`src/rtl/smlp_pkg.sv`:
```
// shared types, codes and arithmetic helpers of the sparse mlp block
// no dependencies
package smlp_pkg;

	localparam int DEF_FIRST_HIDDEN = 64;
	localparam int DEF_SECOND_HIDDEN = 32;
	localparam int DEF_FEATURE_COUNT = 200;

	localparam logic [1:0] MODE_WRITE = 2'd0;
	localparam logic [1:0] MODE_ADD = 2'd1;
	localparam logic [1:0] MODE_EVAL = 2'd2;

	localparam logic [1:0] REG_SCALE_ONE = 2'd0;
	localparam logic [1:0] REG_SCALE_TWO = 2'd1;
	localparam logic [1:0] REG_SCALE_OUT = 2'd2;

	localparam logic [31:0] SCALE_RESET = 32'h0100_0000;
	localparam logic [5:0] SQUARE_MAX = 6'd49;
	localparam logic [39:0] SCORE_LIMIT = 40'd29000;
	localparam logic [63:0] SAT_Q24 = 64'd253 << 23;
	localparam logic [63:0] HALF_Q24 = 64'd1 << 23;

	typedef enum logic [2:0] {
		OP_NOP,
		OP_ACC_ADD,
		OP_L1,
		OP_MAC,
		OP_L2_END,
		OP_FINAL
	} op_t;

	typedef enum logic [2:0] {
		ST_IDLE,
		ST_ADD,
		ST_L1,
		ST_WAIT1,
		ST_L2,
		ST_L2_END,
		ST_WAIT2,
		ST_FINAL
	} state_t;

	typedef struct packed {
		logic take;
		op_t op;
		logic [7:0] j;
		logic [6:0] k;
		logic first;
	} cmd_t;

	typedef struct packed {
		logic feat_ok;
		logic busy;
		logic out_pend;
	} stat_t;

	function automatic logic [6:0] requant(input logic pos, input logic [63:0] p);
		logic [63:0] r;
		r = p + HALF_Q24;
		if (!pos)
			return 7'd0;
		else if (p >= SAT_Q24)
			return 7'd127;
		else
			return r[30:24];
	endfunction

endpackage

```
`src/rtl/smlp_ctrl.sv`:
```
// sequencer of the sparse mlp block: item accept and per-cycle commands
// depends on smlp_pkg
module smlp_ctrl import smlp_pkg::*; #(
	parameter int FIRST_HIDDEN = DEF_FIRST_HIDDEN,
	parameter int SECOND_HIDDEN = DEF_SECOND_HIDDEN
) (
	input  logic       clk,
	input  logic       arst_n,
	input  logic       in_valid,
	output logic       in_stall,
	input  logic [1:0] mode,
	input  stat_t      stat,
	output cmd_t       cmd
);

	state_t state_q, state_nx;
	logic [7:0] j_q;
	logic [6:0] k_q;
	logic take, j_last, k_last;

	assign take = in_valid && (state_q == ST_IDLE);
	assign j_last = j_q == 8'(FIRST_HIDDEN - 1);
	assign k_last = k_q == 7'(SECOND_HIDDEN - 1);

	always_comb begin
		state_nx = state_q;
		unique case (state_q)
			ST_IDLE: begin
				if (take && mode == MODE_ADD && stat.feat_ok)
					state_nx = ST_ADD;
				else if (take && mode == MODE_EVAL)
					state_nx = ST_L1;
			end
			ST_ADD: begin
				if (j_last)
					state_nx = ST_IDLE;
			end
			ST_L1: begin
				if (j_last)
					state_nx = ST_WAIT1;
			end
			ST_WAIT1: begin
				if (!stat.busy)
					state_nx = ST_L2;
			end
			ST_L2: begin
				if (j_last)
					state_nx = ST_L2_END;
			end
			ST_L2_END: begin
				state_nx = k_last ? ST_WAIT2 : ST_L2;
			end
			ST_WAIT2: begin
				if (!stat.busy && !stat.out_pend)
					state_nx = ST_FINAL;
			end
			ST_FINAL: begin
				state_nx = ST_IDLE;
			end
			default: state_nx = ST_IDLE;
		endcase
	end

	always_comb begin
		cmd.take = take;
		cmd.op = OP_NOP;
		cmd.j = j_q;
		cmd.k = k_q;
		cmd.first = j_q == 8'd0;
		in_stall = state_q != ST_IDLE;
		unique case (state_q)
			ST_IDLE: cmd.op = OP_NOP;
			ST_ADD: cmd.op = OP_ACC_ADD;
			ST_L1: cmd.op = OP_L1;
			ST_WAIT1: cmd.op = OP_NOP;
			ST_L2: cmd.op = OP_MAC;
			ST_L2_END: cmd.op = OP_L2_END;
			ST_WAIT2: cmd.op = OP_NOP;
			ST_FINAL: cmd.op = OP_FINAL;
			default: cmd.op = OP_NOP;
		endcase
	end

	always_ff @(posedge clk or negedge arst_n) begin
		if (!arst_n) begin
			state_q <= ST_IDLE;
			j_q <= '0;
			k_q <= '0;
		end else begin
			state_q <= state_nx;
			unique case (state_q) inside
				ST_ADD, ST_L1, ST_L2: j_q <= j_last ? 8'd0 : j_q + 8'd1;
				ST_L2_END: k_q <= k_q + 7'd1;
				ST_IDLE, ST_WAIT1, ST_WAIT2, ST_FINAL: begin
					j_q <= '0;
					k_q <= '0;
				end
				default: j_q <= '0;
			endcase
		end
	end

endmodule

```
`config.mk`:
```
export PLATFORM = sky130hd
export DESIGN_NAME = smlp_ctrl
export DESIGN_NICKNAME = d
export VERILOG_FILES = /design/src/rtl/smlp_pkg.sv /design/src/rtl/smlp_ctrl.sv
export SDC_FILE = /design/constraint.sdc
export NUM_CORES = 1
export LEC_CHECK = 0
export BUFFER_PORTS_ARGS = -buffer_cell sky130_fd_sc_hd__buf_2
export CORE_MARGIN = 4
export CORE_UTILIZATION = 50
export DETAILED_ROUTE_END_ITERATION = 8
export GPL_TIMING_DRIVEN = 0
export PLACE_DENSITY = 0.76
export REMOVE_ABC_BUFFERS = 1
export SLEW_MARGIN = 40
export SYNTH_ARGS = -nofsm -noshare
export SYNTH_HDL_FRONTEND = slang
export SYNTH_SLANG_ARGS = --single-unit
```
`constraint.sdc`:
```
create_clock -name clk -period 5.25 [get_ports clk]
set_input_delay 1.05 -clock clk [delete_from_list [all_inputs] [get_ports clk]]
set_output_delay 1.05 -clock clk [all_outputs]
set_load 0.01 [all_outputs]
```
==> results of run 1 <==
==> where the power goes <==
group          internal, mW  switching, mW
clock                0.0267         0.0419
combinational         0.122          0.175
sequential            0.158         0.0336
total                 0.307          0.250
==> cells by family after synthesis <==
kind of cell	after synthesis
multiplexers	5
XOR/XNOR	8
AO/OA/AOI/OAI	26
adder cells (fa/ha/maj)	7
flip-flops	18
buffers and inverters	12
AND/OR/NAND/NOR	55
==> critical path, stage by stage, from the launching register on <==
cell,delay (ps)
dfrtp_1,460
inv_1,140
ha_1,380
inv_1,80
mux2i_1,120
buf_2,150
==> state kept, by name, indices dropped and copies added, names as in the netlist <==
signal   cells
j_q          8
k_q          7
state_q      3
==> routing by layer <==
layer  vias up  part of all wire, %  global-route usage, %  wire [um]
li1        513                    -                      -          -
met4         0                  1.1                   5.08         28
met2        24                   50                   29.7       1290
met5         -                    0                      0          0
met1       492                   44                   22.3       1150
met3         4                  4.9                   2.76        128
==> synth_stat cells (2+ instances only) <==
master | count | area (sq um)
o21ai_0 | 9 | 45.0
and2_1 | 4 | 25.0
nor3_1 | 4 | 20.0
buf_4 | 2 | 15.0
nand4_1 | 4 | 25.0
ha_1 | 7 | 87.6
inv_1 | 7 | 26.3
xor2_1 | 5 | 43.8
a21oi_1 | 8 | 40.0
mux2i_1 | 4 | 40.0
o31ai_1 | 2 | 15.0
nand2_1 | 13 | 48.8
xnor2_1 | 3 | 26.3
dfrtp_1 | 18 | 450
buf_2 | 2 | 10.0
o211ai_1 | 2 | 15.0
nand3_1 | 4 | 20.0
and3_1 | 2 | 12.5
and3b_1 | 2 | 17.5
nor2_1 | 12 | 45.0
or3_1 | 4 | 25.0
==> cell usage in the layout, fill, tap and decap left out, types with 2 or more instances in the layout <==
cell and instances:
inv_1 7, mux2i_1 4, buf_2 28, o211ai_1 2
and2_1 4, xor2_1 5, o21ai_0 9, dfrtp_1 18
ha_1 7, and3b_1 2, and3_1 2, nand3_1 4
nor3_1 4, nor2_1 12, or3_1 4, o31ai_1 2
nand2_1 13, xnor2_1 3, clkbuf_4 3, a21oi_1 8
nand4_1 4
==> how the worst max path moves through the flow <==
stage / startpoint / end / slack (ps) / cells past startpoint
final: state_q[1] / cmd[16] / 2580 / 5
after global routing: state_q[0] / cmd[17] / 2420 / 5
after CTS: state_q[0] / cmd[17] / 2580 / 5
after detailed placement: in_valid / cmd[19] / 2780 / 3
after global placement: in_valid / cmd[19] / 2790 / 3
after floorplan: in_valid / cmd[19] / 3000 / 1
==> cell type report <==
class | count | share of cell area [%]
Multi-Input combinational cell | 101 | 49.3
Sequential cell | 18 | 33.8
Timing Repair Buffer | 28 | 10.5
Tap cell | 28 | 2.63
Inverter | 7 | 1.97
Clock buffer | 3 | 1.69
==> stage by stage <==
step | total power [mW] | instances | util [%] | hold slack, ps
after CTS | 0.561 | 185 | 60.2 | 577
after detailed placement | 0.489 | 182 | 59.2 | 559
final | 0.558 | 185 | 60.2 | 573
after global placement | 0.480 | 182 | 59.2 | 545
after floorplan | 0.403 | 126 | - | 576
after global routing | 0.610 | 185 | 60.2 | 626
==> run metrics, run 1 <==
run status=completed; synthesized-area fraction occupied by and/or/nand/nor cells=24.7%; placer's final routability congestion estimate=0.838; leakage=0.652 nW; internal reg-to-reg setup slack=3250 ps; power density cells=419 nW/um^2; number of H-tree levels=1; mean routed wirelength per cell=14.0 um; unrepaired setup endpoints after global routing=false; Synth cell types=34; time the final worst path needs with I/O delays and setup=2670 ps; quantity of gates resized following cts=0; worst-case clock skew=1.09 ps; sum of net half-perimeters after detailed placement=1920 um; routed vias=1033; TritonCTS clock tree=yes; initial cell density of the core=52.9%; total routing resource utilization after global routing=17.3%; Mapped Cells=131; number of nets still failing antenna checks after routing=0; number of core rows=17; R2R Path End=state_q[0]; cell area after synthesis=1170 sq um; number of sinks driven by the clock tree=18; maximum vdd ir drop=0.292 mV; yosys warns=0; first-pass GRT wire length=4460 um; clk buf depth=2; FF-to-FF path depth=6; Worst setup EP type=output pin; total DRC errors in the routed layout=0; total of endpoints with negative setup slack in the final report=0; instance count along the most critical hold path=1; area occupied by multi-input gates=657 sq um; clock tree root buffer cell=clkbuf_4; fin. max-slew vios=0; summed area of non-filler cells in the final layout=1330 sq um; total count of hold-check failures in the final report=0; max-cap violation count=0; layout net count=174; largest net degree at the start of global routing=21; share of the clock period used by the worst path=50.8%; final-layout fill cell count=218; Post-CTS Hold Buffers=0; post-synthesis compound-gate area fraction=13.6%; average size of a mapped cell=8.93 sq um; maximum frequency from static timing analysis=375 MHz; most used flip-flop cell after synthesis=dfrtp_1; number of primary I/O pins=29; share of synthesized registers carrying an async set or reset=100%; Hold Path Sink=j_q[0]; setup bufs post-CTS=0; Worst Setup Slack, final=2580 ps; vertical die dimension=56.4 um; DIE AREA=3180 sq um; Sequential Area=450 sq um; count of flip-flops with a built-in enable after synthesis=0; sequential share of the synthesized area=38.5%; vias in the first global route=1024; Sum Neg Setup Slack=0 ps; beginning of the worst hold path=j_q[0]; fraction of layout cells with a size suffix above 1=21.7%; Startpoint Class=register; mux contribution to synthesized area=4.39%; Clk Latency, worst-skew pair=290 ps; number of buffer cells added on primary ports=28; number of search-and-repair iterations in the first detailed-routing pass=4; WL final=2600 um; synthesized flop and latch total=18; pre-CTS setup slack=2780 ps; clock edge transition at the registers on the reported setup and hold paths=100 ps; Antenna Diode Count=0; required time worst endpoint=4200 ps; HP Class=reg -> reg; Rel. slew slack=60.9%; core box area=2210 sq um; Via-to-Cell Ratio=5.58; Arr. time, crit path=1620 ps; total cell area at the placement stage=1310 sq um; initial antenna violation count=0; total overflow reported by the global router=0; combinational family with the most area after synthesis=simple AND/OR/NAND/NOR gates; CP Max Fanout=9; launching point of the worst reg2reg path=state_q[1]; number of buffers created by CTS=3; Synth-to-Final Area Change=13.8%; critical path class=reg -> out; slew at the pin with the worst max-slew slack=587 ps; die boundary width=56.4 um; share of the synthesized netlist area taken by xor and xnor gates=5.99%; Starting DRT DRC Count=17; Post-Synth Adder-Cell Area=7.49%
Note: power is estimated with default switching activity, not from simulation.
==> run 2: changes to the inputs <==
- CORE_UTILIZATION: 50 -> 47
- PLACE_DENSITY: 0.76 -> 0.75
- clock period: 5.25 -> 2.2 ns (I/O delays scaled with it)
==> run metrics, run 2 (same netlist as run 1, synthesis figures left out) <==
Rel. slew slack=61.6% (+0.70 points); quantity of gates resized following cts=0 (unchanged); post-route core utilization=58.7% (-1.5 points); Via-to-Cell Ratio=5.61 (+0.43%); Arr. time, crit path=1630 ps (about the same); CP Max Fanout=7 (-2); leading cell type in the layout, fill and taps excluded=buf_2; Final Instance Count excl. Fillers=186 (+0.54%); die boundary width=57.9 um (+2.7%); number of sinks driven by the clock tree=18 (unchanged); Post-CTS Hold Buffers=0 (unchanged); WL final=2560 um (-1.4%); placer's final routability congestion estimate=0.827 (-1.4%); launching point of the worst reg2reg path=state_q[1]; hold slack final=40.3 ps (-533 ps); flip-flop count of the largest register, all copies and words added=8 (unchanged); Crit path buffers/inverters=2 (-1); Comb power frac=51.1% (-2.2 points); total DRC errors in the routed layout=0 (unchanged); number of core rows=17 (unchanged); Critical Path, Cell by Cell=inv_1 > ha_1 > nor2b_2 > and2_1 > buf_2; total chip power=1.38 mW (+150%); layout net count=174 (unchanged); mean routed wirelength per cell=13.8 um (-2.0%); Internal Power=772 uW (+150%); FF-to-FF path depth=6 (unchanged); total of endpoints with negative setup slack in the final report=0 (unchanged); DP Cell Count=182 (unchanged); Worst Setup Slack, final=125 ps (-2460 ps); switching part of the total power=44.1% (-0.77 points); time the final worst path needs with I/O delays and setup=2070 ps; run status=completed; total cell area at the placement stage=1310 sq um (unchanged); fin. max-slew vios=0 (unchanged); vias in the first global route=1038 (+1.4%); Worst setup EP type=output pin; max-cap violation count=0 (unchanged); internal reg-to-reg setup slack=200 ps (-3050 ps); Sum Neg Setup Slack=0 ps (unchanged); total overflow reported by the global router=0 (unchanged); core box area=2300 sq um (+3.8%); portion of total power attributed to the clock network=15.6% (+3.3 points); number of primary I/O pins=29 (unchanged); family of cells with the greatest summed delay on the critical path=flip-flops; DIE AREA=3350 sq um (+5.5%); initial antenna violation count=0 (unchanged); summed area of non-filler cells in the final layout=1350 sq um (+1.2%); required time worst endpoint=1760 ps (-2440 ps); pre-CTS setup slack=215 ps (-2560 ps); sum of net half-perimeters after detailed placement=1930 um (+0.59%); number of buffer cells added on primary ports=28 (unchanged); critical path class=reg -> out; clk buf depth=2 (unchanged); leakage=0.660 nW (+1.2%); clock tree root buffer cell=clkbuf_4; setup bufs post-CTS=0 (unchanged); number of nets still failing antenna checks after routing=0 (unchanged); total routing resource utilization after global routing=16.3% (-1.1 points); maximum frequency from static timing analysis=482 MHz; routed vias=1043 (+0.97%); sequential share of power=33.2% (-1.2 points); number of buffers created by CTS=3 (unchanged); critical path's slowest cell=dfrtp_1; fraction of layout cells with a size suffix above 1=22.8% (+1.1 points); maximum vdd ir drop=0.601 mV (+110%); biggest registers after layout=j_q x8, k_q x7, state_q x3; Starting DRT DRC Count=10 (-7); clock edge transition at the registers on the reported setup and hold paths=110 ps (about the same); net switching power figure=610 uW (+140%); first-pass GRT wire length=4320 um (-3.2%); Synth-to-Final Area Change=15.2%; share of the clock period used by the worst path=94.3%; vertical die dimension=57.9 um (+2.7%); largest net degree at the start of global routing=21 (unchanged); slew at the pin with the worst max-slew slack=576 ps (-10.5 ps); HP Class=in -> async; Clk Latency, worst-skew pair=310 ps (+20 ps); power density cells=1030 nW/um^2 (+140%); TritonCTS clock tree=yes; initial cell density of the core=50.9% (-2.0 points); number of search-and-repair iterations in the first detailed-routing pass=4 (unchanged); Antenna Diode Count=0 (unchanged); worst-case clock skew=6.45 ps (+5.36 ps); Startpoint Class=register; Max stage delay on crit path=470 ps (about the same); number of H-tree levels=1 (unchanged); register containing the most flip-flops in the final layout=j_q; total count of hold-check failures in the final report=0 (unchanged); unrepaired setup endpoints after global routing=false; R2R Path End=state_q[2]; most used cells in the layout excluding fill and tap cells=buf_2, dfrtp_1, nand2_1, nor2_1, o21ai_0
-- run 2: cell types whose count changed in the layout (fill, tap and decap cells not counted) --
cell      delta
nor2b_1      -1
nor2b_2      +1
clkbuf_8     +1
-- run 2: layout make-up --
cell class | instances | area (sq um)
inverters | 7 | 26.3
clock buffers | 4 | 36.3
fillers | 227 | 950
repair buffers | 28 | 140
flip-flops and latches | 18 | 450
well taps | 28 | 35.0
multi-input cells | 101 | 659
-- run 2: power by group through the flow --
stage / combinational, mW / clock, mW / sequential [mW]
2_1_floorplan: 0.505 / 0 / 0.455
3_3_place_gp: 0.684 / 0 / 0.459
3_5_place_dp: 0.712 / 0 / 0.465
4_1_cts: 0.714 / 0.221 / 0.459
5_1_grt: 0.797 / 0.235 / 0.473
6_report: 0.707 / 0.216 / 0.460
-- run 2: per-layer routing --
| layer | vias to the layer above | GRT usage [%] | wire length (um) |
|---|---|---|---|
| met5 | - | 0 | 0 |
| met4 | 0 | 7.95 | 64 |
| met3 | 7 | 2.00 | 110 |
| met2 | 33 | 28.1 | 1210 |
| met1 | 492 | 19.9 | 1180 |
| li1 | 511 | - | - |
-- run 2: worst max path at each step --
| stage | startpoint | slack (ps) | depth (start not counted) | to |
|---|---|---|---|---|
| floorplan | state_q[1] | 500 | 6 | state_q[2] |
| global placement | state_q[1] | 300 | 6 | state_q[0] |
| detailed placement | state_q[1] | 210 | 6 | state_q[2] |
| CTS | state_q[1] | 100 | 5 | cmd[19] |
| global route | state_q[0] | 2 | 5 | cmd[17] |
| finish | state_q[1] | 130 | 5 | cmd[19] |
==> run 3: changes to the inputs <==
- HOLD_SLACK_MARGIN: not set -> 0.1
==> run metrics, run 3 (same netlist as run 1, synthesis figures left out) <==
run status=completed; vias in the first global route=1038 (unchanged); placer's final routability congestion estimate=0.827 (unchanged); number of search-and-repair iterations in the first detailed-routing pass=4 (unchanged); core box area=2300 sq um (unchanged); number of buffer cells added on primary ports=28 (unchanged); WL final=2560 um (about the same); Crit path buffers/inverters=2 (unchanged); number of core rows=17 (unchanged); first-pass GRT wire length=4320 um (unchanged); final-layout fill cell count=226 (-0.44%); die boundary width=57.9 um (unchanged); summed area of non-filler cells in the final layout=1360 sq um (+0.74%); number of primary I/O pins=29 (unchanged); max-cap violation count=0 (unchanged); Critical Path, Cell by Cell=inv_1 > ha_1 > nor2b_2 > and2_1 > buf_2; layout net count=175 (+0.57%); unrepaired setup endpoints after global routing=false; power density cells=1020 nW/um^2 (-0.62%); TritonCTS clock tree=yes; Rel. slew slack=61.3% (-0.31 points); Clk Latency, worst-skew pair=310 ps (about the same); Max stage delay on crit path=470 ps (about the same); maximum frequency from static timing analysis=482 MHz (about the same); Worst setup EP type=output pin; internal reg-to-reg setup slack=200 ps (about the same); initial cell density of the core=50.9% (unchanged); number of sinks driven by the clock tree=18 (unchanged); fin. max-slew vios=0 (unchanged); flip-flop count of the largest register, all copies and words added=8 (unchanged); leakage=0.664 nW (+0.63%); number of nets still failing antenna checks after routing=0 (unchanged); Startpoint Class=register; Sum Neg Setup Slack=0 ps (unchanged); clock edge transition at the registers on the reported setup and hold paths=110 ps (about the same); most used cells in the layout excluding fill and tap cells=buf_2, dfrtp_1, nand2_1, nor2_1, o21ai_0; Arr. time, crit path=1640 ps (about the same); CP Max Fanout=7 (unchanged); worst-case clock skew=6.44 ps (-0.00791 ps); Antenna Diode Count=0 (unchanged); fraction of layout cells with a size suffix above 1=22.6% (-0.14 points); maximum vdd ir drop=0.601 mV (about the same); critical path's slowest cell=dfrtp_1; biggest registers after layout=j_q x8, k_q x7, state_q x3; vertical die dimension=57.9 um (unchanged); DIE AREA=3350 sq um (unchanged); critical path class=reg -> out; total count of hold-check failures in the final report=0 (unchanged); leading cell type in the layout, fill and taps excluded=buf_2; setup bufs post-CTS=0 (unchanged); clock tree root buffer cell=clkbuf_4; Worst Setup Slack, final=125 ps (-0.549 ps); register containing the most flip-flops in the final layout=j_q; sum of net half-perimeters after detailed placement=1930 um (unchanged); routed vias=1040 (-0.29%); number of H-tree levels=1 (unchanged); pre-CTS setup slack=215 ps (unchanged); DP Cell Count=182 (unchanged); largest net degree at the start of global routing=21 (unchanged); mean routed wirelength per cell=13.7 um (-0.50%); required time worst endpoint=1760 ps (about the same); clk buf depth=2 (unchanged); total cell area at the placement stage=1310 sq um (unchanged); number of buffers created by CTS=3 (unchanged); total DRC errors in the routed layout=0 (unchanged); Synth-to-Final Area Change=16.0%; slew at the pin with the worst max-slew slack=581 ps (+4.61 ps); time the final worst path needs with I/O delays and setup=2080 ps (+0.549 ps); total of endpoints with negative setup slack in the final report=0 (unchanged); Via-to-Cell Ratio=5.56 (-0.82%); total routing resource utilization after global routing=16.3% (unchanged); Final Instance Count excl. Fillers=187 (+0.54%); family of cells with the greatest summed delay on the critical path=flip-flops; total overflow reported by the global router=0 (unchanged); share of the clock period used by the worst path=94.3% (about the same); initial antenna violation count=0 (unchanged); HP Class=in -> async; Starting DRT DRC Count=11 (+1)
[run 3: timing repair]
action / CTS / global route
setup endpoints to repair: 0 / 1
hold endpoints to repair: 18 / 0
hold buffers: 1 / 0
gates resized for setup: 0 / 1
[run 3: area by class of cell]
class | count | area [sq um] | share of cell area (%)
multi-input combinational | 101 | 659 | 48.6
sequential | 18 | 450 | 33.2
clock buffer | 4 | 36.3 | 2.67
tap | 28 | 35.0 | 2.58
timing repair buffer | 29 | 150 | 11.1
inverter | 7 | 26.3 | 1.94
[run 3: worst reg2reg max path, delay by kind of cell (launching register included)]
kind | cells | cell delay, ps
compound gates | 3 | 600
simple gates | 1 | 400
buf+inv | 1 | 120
flops | 1 | 470
fa+ha+maj | 1 | 310
[run 3: path summary, 6_finish.rpt]
| path | startpoint | endpoint | cells past startpoint |
|---|---|---|---|
| hold reg to reg | k_q[4] | k_q[4] | 2 |
| min in group clk | k_q[4] | k_q[4] | 2 |
| setup reg to reg | state_q[1] | state_q[2] | 6 |
| max in group asynchronous | arst_n | k_q[5] | 2 |
| hold / removal | arst_n | j_q[7] | 2 |
| setup / recovery | state_q[1] | cmd[19] | 5 |
[run 3: metal layers]
layer | GRT usage [%] | share of wire [%] | up-vias
met4 | 7.95 | 2.5 | 0
met1 | 19.9 | 46 | 491
met2 | 28.1 | 47 | 29
met5 | 0 | 0 | -
li1 | - | - | 513
met3 | 2.00 | 4.0 | 7
[run 3: metrics by stage]
step / utilization [%] / power (mW) / hold WS (ps)
6_report: 59.1 / 1.38 / 575
5_1_grt: 59.1 / 1.51 / 613
4_1_cts: 59.0 / 1.40 / 578
3_5_place_dp: 57.0 / 1.18 / 396
3_3_place_gp: 57.0 / 1.14 / 397
2_1_floorplan: - / 0.961 / 144
[run 3: power by group]
part	switching, mW	internal (mW)	total [mW]
Combinational	0.413	0.295	0.708
Sequential	0.0824	0.377	0.460
Clock	0.115	0.101	0.216
